===== src/rtl/core/owbm_pkg.sv =====
package owbm_pkg;

   localparam int TICK_COUNT_WIDTH_DEF = 12;
   localparam int REG_W                = 12;
   localparam int NUM_REGS             = 7;
   localparam int CSR_INDEX_W          = 3;

   typedef enum logic [1:0] {
      ACT_TICK  = 2'd0,
      ACT_RESET = 2'd1,
      ACT_WRITE = 2'd2,
      ACT_READ  = 2'd3
   } action_type;

   typedef enum logic [CSR_INDEX_W-1:0] {
      REG_RESET_LOW       = 3'd0,
      REG_PRESENCE_SAMPLE = 3'd1,
      REG_RESET_TAIL      = 3'd2,
      REG_WRITE_ONE_LOW   = 3'd3,
      REG_WRITE_SLOT      = 3'd4,
      REG_READ_SAMPLE     = 3'd5,
      REG_READ_TAIL       = 3'd6
   } reg_index_type;

   localparam logic [NUM_REGS-1:0][REG_W-1:0] REG_DEFAULTS = {
      12'd105,   // read_tail_ticks
      12'd15,    // read_sample_ticks
      12'd105,   // write_slot_ticks
      12'd1,     // write_one_low_ticks
      12'd430,   // reset_tail_ticks
      12'd65,    // presence_sample_ticks
      12'd500    // reset_low_ticks
   };

   typedef enum logic [7:0] {
      PH_IDLE      = 8'b0000_0001,
      PH_RST_LOW   = 8'b0000_0010,
      PH_RST_WAIT  = 8'b0000_0100,
      PH_RST_TAIL  = 8'b0000_1000,
      PH_WR_SLOT   = 8'b0001_0000,
      PH_WR_REC    = 8'b0010_0000,
      PH_RD_SAMPLE = 8'b0100_0000,
      PH_RD_TAIL   = 8'b1000_0000
   } phase_type;

endpackage


===== src/rtl/core/owbm_csr.sv =====
module owbm_csr
   import owbm_pkg::*;
#(
   parameter int TC_W = TICK_COUNT_WIDTH_DEF
) (
   input  logic                               clock,
   input  logic                               reset,
   input  logic                               csr_write_enable,
   input  logic [CSR_INDEX_W-1:0]             csr_index,
   input  logic [REG_W-1:0]                   csr_write_data,
   output logic [NUM_REGS-1:0][TC_W-1:0]      lim
);

   localparam int CmpW = (TC_W > REG_W) ? TC_W : REG_W;
   localparam logic [CmpW-1:0] CntMax = CmpW'((1 << TC_W) - 1);

   logic [NUM_REGS-1:0][REG_W-1:0] regs_ff;
   logic [NUM_REGS-1:0][REG_W-1:0] regs_in;
   logic [NUM_REGS-1:0][CmpW-1:0]  reg_wide;

   always_comb begin
      regs_in = regs_ff;
      if (csr_write_enable && (csr_index < CSR_INDEX_W'(NUM_REGS))) begin
         regs_in[csr_index] = csr_write_data;
      end
   end

   always_ff @(posedge clock) begin
      if (reset) begin
         regs_ff <= REG_DEFAULTS;
      end else begin
         regs_ff <= regs_in;
      end
   end

   // clip to the largest count the tick counter holds
   always_comb begin
      for (int i = 0; i < NUM_REGS; i++) begin
         reg_wide[i] = CmpW'(regs_ff[i]);
         lim[i]      = (reg_wide[i] > CntMax) ? TC_W'(CntMax) : TC_W'(reg_wide[i]);
      end
   end

endmodule


===== src/rtl/core/one_wire_bus_master.sv =====
// Single-wire bus master, driven by one transaction per microsecond tick.
// Request channel (req_valid/req_stall): action, write_data and the sampled
// line_level. While idle, action reset, write or read starts an operation;
// any other transaction counts as one tick of the running operation.
// Response channel (rsp_valid/rsp_stall): one transaction per request with
// the line drive for that tick, op_done, no_presence, read_data, busy_res
// and start_refused.
// Pipeline: a taken request loads the input register, and its response loads
// the response register when the input register advances. Throughput: one
// transaction per cycle while the receiver does not stall; the whole tick
// update is one pass of logic between the two registers.
// When the receiver stalls, the response holds and the input register
// takes at most one more request, then req_stall rises until the response
// drains.
// Reset (synchronous, active high) returns the bus state to idle, clears
// presence and read data, restores register defaults and empties both
// registers. Configuration writes (csr_*) take effect the next cycle; the user
// must make them only while no transaction is in flight; the block does not enforce it.
module one_wire_bus_master
   import owbm_pkg::*;
#(
   parameter int TICK_COUNT_WIDTH = TICK_COUNT_WIDTH_DEF
) (
   input  logic                   clock,
   input  logic                   reset,
   input  logic                   req_valid,
   output logic                   req_stall,
   input  logic [1:0]             req_action,
   input  logic [7:0]             req_write_data,
   input  logic                   req_line_level,
   output logic                   rsp_valid,
   input  logic                   rsp_stall,
   output logic                   rsp_line_drive_low,
   output logic                   rsp_op_done,
   output logic                   rsp_no_presence,
   output logic [7:0]             rsp_read_data,
   output logic                   rsp_busy_res,
   output logic                   rsp_start_refused,
   input  logic                   csr_write_enable,
   input  logic [CSR_INDEX_W-1:0] csr_index,
   input  logic [REG_W-1:0]       csr_write_data
);

   localparam int TC_W = TICK_COUNT_WIDTH;
   localparam logic [TC_W-1:0] TickMax = {TC_W{1'b1}};

   logic [NUM_REGS-1:0][TC_W-1:0] lim;

   logic            in_valid_ff, in_valid_in;
   action_type      in_action_ff;
   logic [7:0]      in_write_data_ff;
   logic            in_line_level_ff;

   phase_type       phase_ff, phase_in;
   logic [TC_W-1:0] tick_ff, tick_in, tick_bump, low_len;
   logic [2:0]      bit_ff, bit_in;
   logic [7:0]      shift_ff, shift_in;
   logic            presence_ff, presence_in;
   logic [7:0]      last_read_ff, last_read_in;
   logic            done, refused, drive;

   logic            rsp_valid_ff, rsp_valid_in;
   logic            rsp_drive_ff, rsp_done_ff, rsp_presence_ff, rsp_busy_ff, rsp_refused_ff;
   logic [7:0]      rsp_read_data_ff;

   logic            advance, take;

   owbm_csr #(
      .TC_W (TC_W)
   ) u_csr (
      .clock            (clock),
      .reset            (reset),
      .csr_write_enable (csr_write_enable),
      .csr_index        (csr_index),
      .csr_write_data   (csr_write_data),
      .lim              (lim)
   );

   assign advance   = in_valid_ff && (!rsp_valid_ff || !rsp_stall);
   assign req_stall = in_valid_ff && !advance;
   assign take      = req_valid && !req_stall;

   assign in_valid_in  = take || (in_valid_ff && !advance);
   assign rsp_valid_in = advance || (rsp_valid_ff && rsp_stall);

   assign tick_bump = (tick_ff == TickMax) ? tick_ff : tick_ff + TC_W'(1);

   always_comb begin
      phase_in     = phase_ff;
      tick_in      = tick_ff;
      bit_in       = bit_ff;
      shift_in     = shift_ff;
      presence_in  = presence_ff;
      last_read_in = last_read_ff;
      done         = 1'b0;
      refused      = 1'b0;
      if (phase_ff == PH_IDLE) begin
         if (in_action_ff != ACT_TICK) begin
            tick_in = '0;
            bit_in  = '0;
            unique case (in_action_ff)
               ACT_RESET: begin
                  phase_in = PH_RST_LOW;
               end
               ACT_WRITE: begin
                  shift_in = in_write_data_ff;
                  phase_in = PH_WR_SLOT;
               end
               default: begin
                  shift_in = '0;
                  phase_in = PH_RD_SAMPLE;
               end
            endcase
         end
      end else begin
         refused = (in_action_ff != ACT_TICK);
         tick_in = tick_bump;
         unique case (phase_ff)
            PH_RST_LOW: begin
               if (tick_bump >= lim[REG_RESET_LOW]) begin
                  phase_in = PH_RST_WAIT;
                  tick_in  = '0;
               end
            end
            PH_RST_WAIT: begin
               if (tick_bump >= lim[REG_PRESENCE_SAMPLE]) begin
                  presence_in = in_line_level_ff;
                  phase_in    = PH_RST_TAIL;
                  tick_in     = '0;
               end
            end
            PH_RST_TAIL: begin
               if (tick_bump >= lim[REG_RESET_TAIL]) begin
                  phase_in = PH_IDLE;
                  tick_in  = '0;
                  done     = 1'b1;
               end
            end
            PH_WR_SLOT: begin
               if (tick_bump >= lim[REG_WRITE_SLOT]) begin
                  tick_in = '0;
                  if (bit_ff == 3'd7) begin
                     phase_in = PH_IDLE;
                     bit_in   = '0;
                     done     = 1'b1;
                  end else begin
                     phase_in = PH_WR_REC;
                  end
               end
            end
            PH_WR_REC: begin
               bit_in   = bit_ff + 3'd1;
               shift_in = {1'b0, shift_ff[7:1]};
               phase_in = PH_WR_SLOT;
               tick_in  = '0;
            end
            PH_RD_SAMPLE: begin
               if (tick_bump >= lim[REG_READ_SAMPLE]) begin
                  shift_in = {in_line_level_ff, shift_ff[7:1]};
                  phase_in = PH_RD_TAIL;
                  tick_in  = '0;
               end
            end
            PH_RD_TAIL: begin
               if (tick_bump >= lim[REG_READ_TAIL]) begin
                  tick_in = '0;
                  if (bit_ff == 3'd7) begin
                     last_read_in = shift_ff;
                     phase_in     = PH_IDLE;
                     bit_in       = '0;
                     done         = 1'b1;
                  end else begin
                     bit_in   = bit_ff + 3'd1;
                     phase_in = PH_RD_SAMPLE;
                  end
               end
            end
            default: begin
               phase_in = PH_IDLE;
            end
         endcase
      end
   end

   always_comb begin
      low_len = shift_in[0] ? lim[REG_WRITE_ONE_LOW] : lim[REG_WRITE_SLOT];
      if (low_len == '0) begin
         low_len = TC_W'(1);
      end
      priority if (phase_in == PH_RST_LOW) begin
         drive = 1'b1;
      end else if (phase_in == PH_WR_SLOT) begin
         drive = (tick_in < low_len);
      end else if (phase_in == PH_RD_SAMPLE) begin
         drive = (tick_in == '0);
      end else begin
         drive = 1'b0;
      end
   end

   always_ff @(posedge clock) begin
      if (reset) begin
         in_valid_ff  <= 1'b0;
         rsp_valid_ff <= 1'b0;
         phase_ff     <= PH_IDLE;
         tick_ff      <= '0;
         bit_ff       <= '0;
         shift_ff     <= '0;
         presence_ff  <= 1'b0;
         last_read_ff <= '0;
      end else begin
         in_valid_ff  <= in_valid_in;
         rsp_valid_ff <= rsp_valid_in;
         if (advance) begin
            phase_ff     <= phase_in;
            tick_ff      <= tick_in;
            bit_ff       <= bit_in;
            shift_ff     <= shift_in;
            presence_ff  <= presence_in;
            last_read_ff <= last_read_in;
         end
      end
   end

   always_ff @(posedge clock) begin
      if (take) begin
         in_action_ff     <= action_type'(req_action);
         in_write_data_ff <= req_write_data;
         in_line_level_ff <= req_line_level;
      end
      if (advance) begin
         rsp_drive_ff     <= drive;
         rsp_done_ff      <= done;
         rsp_presence_ff  <= presence_in;
         rsp_read_data_ff <= last_read_in;
         rsp_busy_ff      <= (phase_in != PH_IDLE);
         rsp_refused_ff   <= refused;
      end
   end

   assign rsp_valid          = rsp_valid_ff;
   assign rsp_line_drive_low = rsp_drive_ff;
   assign rsp_op_done        = rsp_done_ff;
   assign rsp_no_presence    = rsp_presence_ff;
   assign rsp_read_data      = rsp_read_data_ff;
   assign rsp_busy_res       = rsp_busy_ff;
   assign rsp_start_refused  = rsp_refused_ff;

endmodule


===== config.mk =====
export PLATFORM = sky130hd
export DESIGN_NAME = one_wire_bus_master
export DESIGN_NICKNAME = d
export VERILOG_FILES = /design/src/rtl/core/owbm_pkg.sv /design/src/rtl/core/owbm_csr.sv /design/src/rtl/core/one_wire_bus_master.sv
export SDC_FILE = /design/constraint.sdc
export NUM_CORES = 1
export LEC_CHECK = 0
export ABC_AREA = 1
export BUFFER_PORTS_ARGS = -buffer_cell sky130_fd_sc_hd__clkbuf_2
export CORE_UTILIZATION = 30
export CTS_CLUSTER_DIAMETER = 30
export DETAILED_ROUTE_END_ITERATION = 7
export GPL_ROUTABILITY_DRIVEN = 0
export GPL_TIMING_DRIVEN = 0
export REMOVE_ABC_BUFFERS = 1
export SLEW_MARGIN = 20
export SYNTH_ARGS = -nofsm -noshare
export SYNTH_HDL_FRONTEND = slang
export SYNTH_SLANG_ARGS = --single-unit

===== constraint.sdc =====
create_clock -name clock -period 11.1 [get_ports clock]
set_input_delay 1.11 -clock clock [delete_from_list [all_inputs] [get_ports clock]]
set_output_delay 1.11 -clock clock [all_outputs]
set_load 0.01 [all_outputs]

==> results.md <==
* Synth area leader: dfxtp_1
* WL/cell at 14.1 µm
* Final #Nets at 1287
* Main synth FF type: dfxtp_1
* Top cells by area, synth: dfxtp_1 29%, ha_1 13%, edfxtp_1 8.4%
* Post-synth top area share at 29.4%
* Slowest cell on the critical path: xor2_1
* EDFF count, synth at 24
* Status: completed
* Global-route wire length before repair at 35400 µm
* Largest net degree at the start of global routing at 49
* Hold_buf cts at 0
* Leak at 4.35 nW
* Setup Crit Path Kind: reg -> reg
* Tmin final at 6.40 ns
* Clock share of power at 42.5%
* Sequential share of power at 43.4%
* All-Layer GR Usage at 15.7%
* Post-route cell area at 9760 µm²
* Final Util at 34.9%
* Layout Skew at 0.00856 ns
* Detailed Routing Iterations Pass 1 at 5
* Most frequent cell after synthesis: nand2_1
* R2R cell count at 28
* CTS tree: yes
* Worst Path Required at 11.40 ns
* Area growth, synth to finish at 13.7%
* Netlist cell types at 46
* Chip width at 171 µm
* Finish-stage setup viols at 0
* Vias in the first global route at 6973
* Slew @ Worst Pin at 1.01 ns
* DRT Wirelength at 22000 µm
* Antenna violations before repair at 0
* Min-Delay Endpoint: u_csr.reg_wide[39]
* Die Ht at 171 µm
* Maxcap violations at 0
* Slowest Stage Delay on Critical Path at 0.80 ns
* Critical R2R Capture: rsp_line_drive_low
* RSZ-0062 raised after global routing: false
* Avg Vias per Cell at 4.80
* CP endpoint kind: register
* Worst hold path type: reg -> reg
* Number of H-tree levels at 4
* Switching share of power at 28.7%
* Post-cts gate resize count at 0
* Internal at 966 µW
* Hold path start: u_csr.reg_wide[39]
* Yosys reg bits at 150
* DP Area at 9170 µm²
* Gate power share at 14.1%
* Gate Count Post-Synth at 1137
* Post-synth top cells: 180 x nand2_1, 176 x inv_1, 129 x a21oi_1
* Crit path launch type: register
* DRC at 0
* YS warnings at 0
* Sw Pwr at 390 µW
* TritonCTS buffer count at 17
* Reg-to-Reg Start: tick_ff[0]
* Final setup TNS at 0 ns
* Worst R2R Setup Slack at 4.70 ns
* Clk Latency, worst-skew pair at 0.43 ns
* Setup Fix Bufs, Post-CTS at 0
* Pwr dens at 139 nW/µm²
* I/O pin count at 46
* Peak VDD IR at 113 µV
* Via count at 7472
* Share of layout cells above drive strength 1 at 10.3%
* Cell mode on critical path: nand2_1
* Rows at 61
* Fmax at 156 MHz
* Port Buffers at 45
* Ant. Diodes at 0
* Core area at 27900 µm²
* Crit path max fanout at 10
* Final hold violation count at 0
* WHS Path Cells at 2
* Clock sink count at 150
* CTS root buf: clkbuf_16
* Total die area at 29300 µm²
* Clock Path Buffers at 2
* Max Slew Vio Count at 0
* WP data arrival at 6.70 ns
* Sequential area share after synthesis at 37.8%
* Syn Area/Cell at 7.55 µm²
* Final period utilization at 57.6%
* Initial DRC count at 355
* Total grt overflow at 0
* Antenna viol nets, final at 0
* Post-DP HPWL at 16100 µm
* Asr flop ratio synth at 0%
* Slew margin rel. at 32.8%
* Clock transition at path regs at 0.07 ns
* Starting density of the core at 30.7%
* Mapped Area at 8580 µm²
logic make-up after synthesis:
| kind of cell | share of synthesized area [%] |
|---|---|
| adders and majority gates | 13.0 |
| and+or+nand+nor | 19.1 |
| DFF | 37.8 |
| buffers and inverters | 9.95 |
| xor gates and xnor gates | 0.612 |
| muxes | 0.131 |
| AOI/OAI and AO/OA | 19.4 |
layout make-up:
| class | instances | area (µm²) |
|---|---|---|
| fillers | 2946 | 18200 |
| multi-input cells | 765 | 4490 |
| flip-flops and latches | 150 | 3240 |
| inverters | 183 | 689 |
| well taps | 378 | 473 |
| clock buffers | 18 | 450 |
| repair buffers | 50 | 275 |
| clock inverters | 14 | 138 |
registers in the layout (all words and copies together) (netlist names), 2 cells and up:
name              flops
u_csr.reg_wide       84
tick_ff              12
in_write_data_ff      8
last_read_ff          8
phase_ff              8
rsp_read_data         8
shift_ff              8
bit_ff                3
in_action_ff          2
power groups by stage:
stage          combinational (mW)  sequential (mW)  clock [mW]
2_1_floorplan               0.128            0.599           0
3_3_place_gp                0.186            0.600           0
3_5_place_dp                0.191            0.601           0
4_1_cts                     0.192            0.588       0.588
5_1_grt                     0.220            0.591       0.608
6_report                    0.191            0.588       0.576
per-stage QoR:
stage | hold slack, ns | total power [mW] | worst slack (ns) | cells
final | 0.452 | 1.36 | 4.70 | 1558
after global routing | 0.472 | 1.42 | 4.05 | 1558
after CTS | 0.454 | 1.37 | 4.74 | 1558
after detailed placement | 0.441 | 0.792 | 4.77 | 1526
after global placement | 0.441 | 0.786 | 4.46 | 1521
after floorplan | 0.432 | 0.727 | 6.50 | 1098
cells in the final DEF (no fill, tap or decap), drive strengths merged:
cell      netlist  final
o2111ai         1      1
nor4            6      6
o22ai           2      2
nand2         195    195
a311oi          1      1
clkinvlp        0      2
dfxtp         126    126
nand4          24     24
bufinv          0      1
clkbuf         35     63
a211oi          3      3
nand3          36     36
clkinv          0      5
edfxtp         24     24
nor2           89     89
a22oi           1      1
inv           183    189
a2111oi         1      1
and2            1      1
o211ai         26     26
a31oi           2      2
a21oi         130    130
buf             4      5
nand3b          3      3
o21ai         127    127
nor3            9      9
ha             89     89
o21a            1      1
a21o            1      1
o31ai           4      4
xor2            6      6
mux2            1      1
a32oi           6      6
worst max path at each step:
stage / from / endpoint / cells past startpoint
finish: tick_ff[0] / rsp_line_drive_low / 28
global route: tick_ff[0] / rsp_line_drive_low / 28
CTS: tick_ff[0] / rsp_line_drive_low / 28
detailed placement: tick_ff[0] / rsp_line_drive_low / 28
global placement: tick_ff[0] / rsp_line_drive_low / 27
floorplan: tick_ff[0] / rsp_line_drive_low / 31
layer usage:
| layer | part of all wire (%) | up-vias | track usage, % | wire (µm) |
|---|---|---|---|---|
| met5 | 0 | - | 0 | 0 |
| met4 | 2.3 | 0 | 6.21 | 510 |
| met3 | 3.8 | 37 | 2.64 | 828 |
| met2 | 48 | 137 | 26.6 | 10600 |
| met1 | 46 | 3429 | 19.6 | 10000 |
| li1 | - | 3869 | - | - |
critical path, delay by kind of cell, from the launching register on:
| kind | cells | cell delay [ns] |
|---|---|---|
| and+or+nand+nor | 14 | 2.19 |
| AOI/OAI and AO/OA | 9 | 1.81 |
| adders and majority gates | 3 | 0.95 |
| xor gates and xnor gates | 1 | 0.80 |
| DFF | 1 | 0.42 |
| buffers and inverters | 1 | 0.09 |
Note: power is estimated with default switching activity, not from simulation.
